$ cat src/rtl/core/dps_pkg.sv
// ----------------------------------------------------------------------------
// dps_pkg
// Shared constants, command and status types for the depth-to-scan block.
// ----------------------------------------------------------------------------
package dps_pkg;

  localparam int NUM_RANGES_DEF = 64;
  localparam int MAX_ROWS_DEF   = 1024;
  localparam int MAX_COLS_DEF   = 1024;

  localparam int CFG_W     = 64;
  localparam int CFG_IDX_W = 3;
  localparam int ROW_W     = 10;
  localparam int COL_W     = 10;
  localparam int DEPTH_W   = 16;
  localparam int RANGE_W   = 16;
  localparam int BIN_W     = 6;
  localparam int CNT_W     = 7;
  localparam int OP_W      = 5;

  localparam int CORDIC_STEPS = 16;
  localparam logic signed [19:0] HALF_PI_Q16 = 20'sd102944;
  localparam logic [RANGE_W-1:0] EMPTY_RESET = 16'd8100;

  // Register indexes on the configuration port
  localparam logic [CFG_IDX_W-1:0] REG_X_COEF  = 3'd0;
  localparam logic [CFG_IDX_W-1:0] REG_Y_COEF  = 3'd1;
  localparam logic [CFG_IDX_W-1:0] REG_Z_COEF  = 3'd2;
  localparam logic [CFG_IDX_W-1:0] REG_MIN_RNG = 3'd3;
  localparam logic [CFG_IDX_W-1:0] REG_MAX_RNG = 3'd4;
  localparam logic [CFG_IDX_W-1:0] REG_THICK   = 3'd5;
  localparam logic [CFG_IDX_W-1:0] REG_START   = 3'd6;
  localparam logic [CFG_IDX_W-1:0] REG_BPR     = 3'd7;

  // Datapath operations
  localparam logic [OP_W-1:0] OP_NONE  = 5'd0;
  localparam logic [OP_W-1:0] OP_LOAD  = 5'd1;
  localparam logic [OP_W-1:0] OP_COL   = 5'd2;
  localparam logic [OP_W-1:0] OP_ROW   = 5'd3;
  localparam logic [OP_W-1:0] OP_DEP   = 5'd4;
  localparam logic [OP_W-1:0] OP_FIN   = 5'd5;
  localparam logic [OP_W-1:0] OP_SQX   = 5'd6;
  localparam logic [OP_W-1:0] OP_SQY   = 5'd7;
  localparam logic [OP_W-1:0] OP_MIN2  = 5'd8;
  localparam logic [OP_W-1:0] OP_MAX2  = 5'd9;
  localparam logic [OP_W-1:0] OP_INIT  = 5'd10;
  localparam logic [OP_W-1:0] OP_ITER  = 5'd11;
  localparam logic [OP_W-1:0] OP_BINM  = 5'd12;
  localparam logic [OP_W-1:0] OP_RD    = 5'd13;
  localparam logic [OP_W-1:0] OP_UPD   = 5'd14;
  localparam logic [OP_W-1:0] OP_EMIT  = 5'd15;
  localparam logic [OP_W-1:0] OP_CLEAR = 5'd16;

  typedef struct packed {
    logic [OP_W-1:0]  op;
    logic [1:0]       axis;
    logic [CNT_W-1:0] cnt;
  } cmd_t;

  typedef struct packed {
    logic skip;
    logic zdrop;
    logic rdrop;
    logic bdrop;
    logic fe;
  } status_t;

  // Arctangent of 2^-i at scale 2^-16 rad
  function automatic logic signed [19:0] atan_q16(input logic [3:0] i);
    logic signed [19:0] v;
    case (i)
      4'd0:    v = 20'sd51472;
      4'd1:    v = 20'sd30385;
      4'd2:    v = 20'sd16055;
      4'd3:    v = 20'sd8150;
      4'd4:    v = 20'sd4091;
      4'd5:    v = 20'sd2047;
      4'd6:    v = 20'sd1024;
      4'd7:    v = 20'sd512;
      4'd8:    v = 20'sd256;
      4'd9:    v = 20'sd128;
      4'd10:   v = 20'sd64;
      4'd11:   v = 20'sd32;
      4'd12:   v = 20'sd16;
      4'd13:   v = 20'sd8;
      4'd14:   v = 20'sd4;
      default: v = 20'sd2;
    endcase
    return v;
  endfunction

endpackage

$ cat src/rtl/core/dps_ctrl.sv
// ----------------------------------------------------------------------------
// dps_ctrl
// Sequencer: steps the datapath through projection, filtering, root/angle
// iterations, bin update and the end-of-frame scan emission.
// ----------------------------------------------------------------------------
module dps_ctrl #(
  parameter int NUM_RANGES = dps_pkg::NUM_RANGES_DEF
) (
  input  logic            clk,
  input  logic            rst,
  input  logic            start,
  output logic            busy,
  output dps_pkg::cmd_t   cmd,
  input  dps_pkg::status_t st
);
  import dps_pkg::*;

  localparam logic [4:0] S_IDLE = 5'd0;
  localparam logic [4:0] S_COL  = 5'd1;
  localparam logic [4:0] S_ROW  = 5'd2;
  localparam logic [4:0] S_DEP  = 5'd3;
  localparam logic [4:0] S_FIN  = 5'd4;
  localparam logic [4:0] S_ZCK  = 5'd5;
  localparam logic [4:0] S_SQY  = 5'd6;
  localparam logic [4:0] S_MIN  = 5'd7;
  localparam logic [4:0] S_MAX  = 5'd8;
  localparam logic [4:0] S_RCK  = 5'd9;
  localparam logic [4:0] S_ITER = 5'd10;
  localparam logic [4:0] S_BINM = 5'd11;
  localparam logic [4:0] S_BCK  = 5'd12;
  localparam logic [4:0] S_UPD  = 5'd13;
  localparam logic [4:0] S_EMIT = 5'd14;
  localparam logic [4:0] S_LAST = 5'd15;

  localparam logic [CNT_W-1:0] LAST_BIN  = CNT_W'(NUM_RANGES - 1);
  localparam logic [CNT_W-1:0] LAST_ITER = CNT_W'(CORDIC_STEPS - 1);

  logic [4:0]       state, state_next;
  logic [1:0]       axis, axis_next;
  logic [CNT_W-1:0] cnt, cnt_next;
  logic [4:0]       finish;

  assign finish = st.fe ? S_EMIT : S_IDLE;
  assign busy   = (state != S_IDLE);

  always_comb begin
    state_next = state;
    axis_next  = axis;
    cnt_next   = cnt;
    cmd.op     = OP_NONE;
    cmd.axis   = axis;
    cmd.cnt    = cnt;
    case (state)
      S_IDLE: begin
        if (start) begin
          cmd.op     = OP_LOAD;
          axis_next  = 2'd0;
          cnt_next   = '0;
          state_next = S_COL;
        end
      end
      S_COL: begin
        if (st.skip) begin
          state_next = finish;
        end else begin
          cmd.op     = OP_COL;
          state_next = S_ROW;
        end
      end
      S_ROW: begin
        cmd.op     = OP_ROW;
        state_next = S_DEP;
      end
      S_DEP: begin
        cmd.op     = OP_DEP;
        state_next = S_FIN;
      end
      S_FIN: begin
        cmd.op = OP_FIN;
        if (axis == 2'd2) begin
          state_next = S_ZCK;
        end else begin
          axis_next  = axis + 2'd1;
          state_next = S_COL;
        end
      end
      S_ZCK: begin
        if (st.zdrop) begin
          state_next = finish;
        end else begin
          cmd.op     = OP_SQX;
          state_next = S_SQY;
        end
      end
      S_SQY: begin
        cmd.op     = OP_SQY;
        state_next = S_MIN;
      end
      S_MIN: begin
        cmd.op     = OP_MIN2;
        state_next = S_MAX;
      end
      S_MAX: begin
        cmd.op     = OP_MAX2;
        state_next = S_RCK;
      end
      S_RCK: begin
        if (st.rdrop) begin
          state_next = finish;
        end else begin
          cmd.op     = OP_INIT;
          cnt_next   = '0;
          state_next = S_ITER;
        end
      end
      S_ITER: begin
        cmd.op = OP_ITER;
        if (cnt == LAST_ITER) begin
          cnt_next   = '0;
          state_next = S_BINM;
        end else begin
          cnt_next = cnt + 1'b1;
        end
      end
      S_BINM: begin
        cmd.op     = OP_BINM;
        state_next = S_BCK;
      end
      S_BCK: begin
        if (st.bdrop) begin
          state_next = finish;
        end else begin
          cmd.op     = OP_RD;
          state_next = S_UPD;
        end
      end
      S_UPD: begin
        cmd.op     = OP_UPD;
        state_next = finish;
      end
      S_EMIT: begin
        cmd.op = OP_EMIT;
        if (cnt == LAST_BIN) begin
          cnt_next   = '0;
          state_next = S_LAST;
        end else begin
          cnt_next = cnt + 1'b1;
        end
      end
      S_LAST: begin
        // The final beat is on the outputs while the bins are refilled.
        cmd.op     = OP_CLEAR;
        state_next = S_IDLE;
      end
      default: begin
        state_next = S_IDLE;
      end
    endcase
  end

  always_ff @(posedge clk) begin
    if (rst) begin
      state <= S_IDLE;
      axis  <= 2'd0;
      cnt   <= '0;
    end else begin
      state <= state_next;
      axis  <= axis_next;
      cnt   <= cnt_next;
    end
  end

endmodule

$ cat config.mk
export PLATFORM = sky130hd
export DESIGN_NAME = dps_ctrl
export DESIGN_NICKNAME = d
export VERILOG_FILES = /design/src/rtl/core/dps_pkg.sv /design/src/rtl/core/dps_ctrl.sv
export SDC_FILE = /design/constraint.sdc
export NUM_CORES = 1
export LEC_CHECK = 0
export ABC_AREA = 1
export ABC_CLOCK_PERIOD_IN_PS = 1700
export BUFFER_PORTS_ARGS = -buffer_cell sky130_fd_sc_hd__buf_4
export CAP_MARGIN = 20
export CORE_MARGIN = 3
export CORE_UTILIZATION = 53
export DETAILED_ROUTE_END_ITERATION = 6
export PLACE_DENSITY_LB_ADDON = 0.3
export SYNTH_ARGS = -nofsm -noshare
export SYNTH_HDL_FRONTEND = slang
export SYNTH_SLANG_ARGS = --single-unit
export TNS_END_PERCENT = 20
$ cat constraint.sdc
create_clock -name clk -period 1.7 [get_ports clk]
set_input_delay 0.17 -clock clk [delete_from_list [all_inputs] [get_ports clk]]
set_output_delay 0.17 -clock clk [all_outputs]
set_load 0.02 [all_outputs]
==> results.json <==
{
  "hold_violations": 0,
  "avgSynthCellArea_um2": 5.77,
  "die-area_mm2": 0.00264,
  "min_from": "rst",
  "hold_class": "primary input to flop",
  "wirelength_um": 2720,
  "drt-pass1-iter-count": 4,
  "synth_edf_count": 0,
  "power_frac_seq_pct": 33.6,
  "leakage_nw": 0.687,
  "switching_share_pct": 44.3,
  "finalSetupTns_ns": 0,
  "grt_usage_pct": 23.2,
  "ys_seq_area_share_pct": 23.9,
  "drc": 0,
  "intPower_mw": 0.641,
  "cpMostUsedCell": "nand2_1",
  "cp_max_fo": 7,
  "final_cell_mix": "46 x nand2_1, 23 x inv_1, 23 x buf_4",
  "grt_pass1_vias": 1085,
  "p_clk_share_pct": 17.0,
  "max_cap_violations": 0,
  "start_util_pct": 59.3,
  "end_kind": "output port",
  "via_per_inst": 5.31,
  "clk_latency_ns": 0.28,
  "rsz0062_at_grt": "no",
  "rows": 15,
  "critPathMaxStageDelay_ns": 0.37,
  "placed_cells": 235,
  "grt_antenna_before_repair": 0,
  "ys_types": 23,
  "whs_path_depth": 2,
  "startpoint_type": "flop",
  "max_freq_ghz": 0.628,
  "syn_area_mm2": 0.00109,
  "peakVddDrop_uv": 643,
  "r2r-start": "cnt[1]",
  "finalClockSkew_ns": 0.00286,
  "io_buffers": 22,
  "layout-drive-gt1-share_pct": 27.1,
  "synthArstFlopShare_pct": 0,
  "stdcell_area_mm2": 0.00134,
  "first_iter_violations": 75,
  "comb_power_share_pct": 49.4,
  "place_congestion": 0.946,
  "layout_commonest_cell": "nand2_1",
  "clk_path_buf_depth": 2,
  "ios": 23,
  "overflow": 0,
  "place_area_mm2": 0.00129,
  "worst_slew_pin_slew_ns": 0.308,
  "period_share_pct": 93.7,
  "num_vias": 1268,
  "hpwl_um": 2210,
  "htree_levels": 1,
  "whs_ns": 0.108,
  "syn_to_final_growth_pct": 22.6,
  "final_cells": 239,
  "setup_viol_count_final": 0,
  "numCtsBuffers": 3,
  "crit_path_cell_trace": "inv_2, nand2_1, nor2_2, nand2_1, o2111ai_1, buf_4",
  "path_class": "flop to output port",
  "synthFlopType": "dfxtp_1",
  "grt_max_degree": 10,
  "min_to": "state[2]",
  "outcome": "finished, final reports clean",
  "fin_crit_ns": 1.59,
  "crit_required_ns": 1.53,
  "r2r_setup_slack_ns": 0.26,
  "rr_worst_depth": 8,
  "n_antenna_cell": 0,
  "cts.sinks": 13,
  "power_switching_mw": 0.511,
  "ys_ff_latch": 13,
  "routedWlPerCell_um": 11.4,
  "root_buffer": "clkbuf_4",
  "yosysWarnings": 0,
  "coreArea_mm2": 0.00184,
  "final_nets": 225,
  "die_x_um": 51.4,
  "grt_pass1_wl_um": 4660,
  "cts.clk_slew.worst_paths_ns": 0.08,
  "slew-limit-headroom_pct": 79.2,
  "p_per_area_mw_per_mm2": 861,
  "postSynthCellCount": 189,
  "cpMaxStageDelayCell": "dfxtp_2",
  "die-height_um": 51.4,
  "rr_endpoint": "state[0]",
  "slew_violations": 0,
  "synth_nets": 199,
  "ant_nets": 0,
  "worstPathArrival_ns": 1.42,
  "cts_tree": "built"
}
## sequential cells by signal (all words and copies together) (netlist names)
register and cells:
axis 2, state 4, cnt 7
## cell usage after synthesis, drive strengths merged (2+ instances only)
| cell type | number | area [um2] |
|---|---|---|
| nand4 | 5 | 31.3 |
| inv | 32 | 120 |
| ha | 2 | 25.0 |
| nand2 | 54 | 225 |
| a21oi | 9 | 45.0 |
| o2111ai | 2 | 17.5 |
| nand3 | 20 | 100 |
| nand3b | 3 | 22.5 |
| o21ai | 15 | 78.8 |
| dfxtp | 13 | 260 |
| nor2 | 29 | 131 |
## power by group through the flow
stage	Sequential (mW)	Clock, mW	Combinational (mW)
after floorplan	0.411	0	0.347
after global placement	0.388	0	0.546
after detailed placement	0.390	0	0.553
after CTS	0.386	0.203	0.557
after global routing	0.392	0.210	0.632
final	0.387	0.195	0.570
## through the flow
stage | util [%] | power [mW] | setup WS [ns]
2_1_floorplan | - | 0.758 | 0.248
3_3_place_gp | 70.0 | 0.933 | 0.283
3_5_place_dp | 70.0 | 0.943 | 0.265
4_1_cts | 71.8 | 1.15 | 0.0380
5_1_grt | 72.7 | 1.23 | 0.00527
6_report | 72.7 | 1.15 | 0.108
## final cells by class
cell class | count | area, um2
clock buffer | 3 | 22.5
multi-input combinational | 142 | 716
tap | 25 | 31.3
sequential | 13 | 270
fill | 175 | 502
timing repair buffer | 23 | 173
clock inverter | 1 | 5.00
inverter | 32 | 120
## routing by layer
metal / part of all wire [%] / global-route usage, %
met3: 12 / 5.83
met5: 0 / 0
met4: 0.85 / 6.99
met2: 42 / 34.1
met1: 46 / 33.0
## kinds of logic after synthesis
logic type	share of synthesized area, %
buffers and inverters	11.7
AND/OR/NAND/NOR	47.6
flip-flops	23.9
adder cells (fa/ha/maj)	2.29
AO/OA/AOI/OAI	14.6
## worst max path at each step
stage	from	to	slack, ns	cells after the start
global placement	state[2]	cmd[11]	0.28	7
CTS	state[0]	cmd[11]	0.04	7
detailed placement	state[2]	cmd[11]	0.27	7
finish	state[1]	cmd[10]	0.11	6
global route	state[3]	cmd[10]	0.005	8
floorplan	cnt[0]	state[0]	0.25	8
## timing repair
item,4_1_cts,5_1_grt
hold buffers,0,0
setup endpoints to repair,2,3
gates resized for setup,4,9
cloned,0,0
buffers inserted,0,0
## critical path: cells and delay by family (launching register included)
family / cells / cell delay [ns]
compound gates: 1 / 0.13
flops: 1 / 0.37
simple gates: 3 / 0.38
buf+inv: 2 / 0.26
Power figures use the tool's default switching activity.
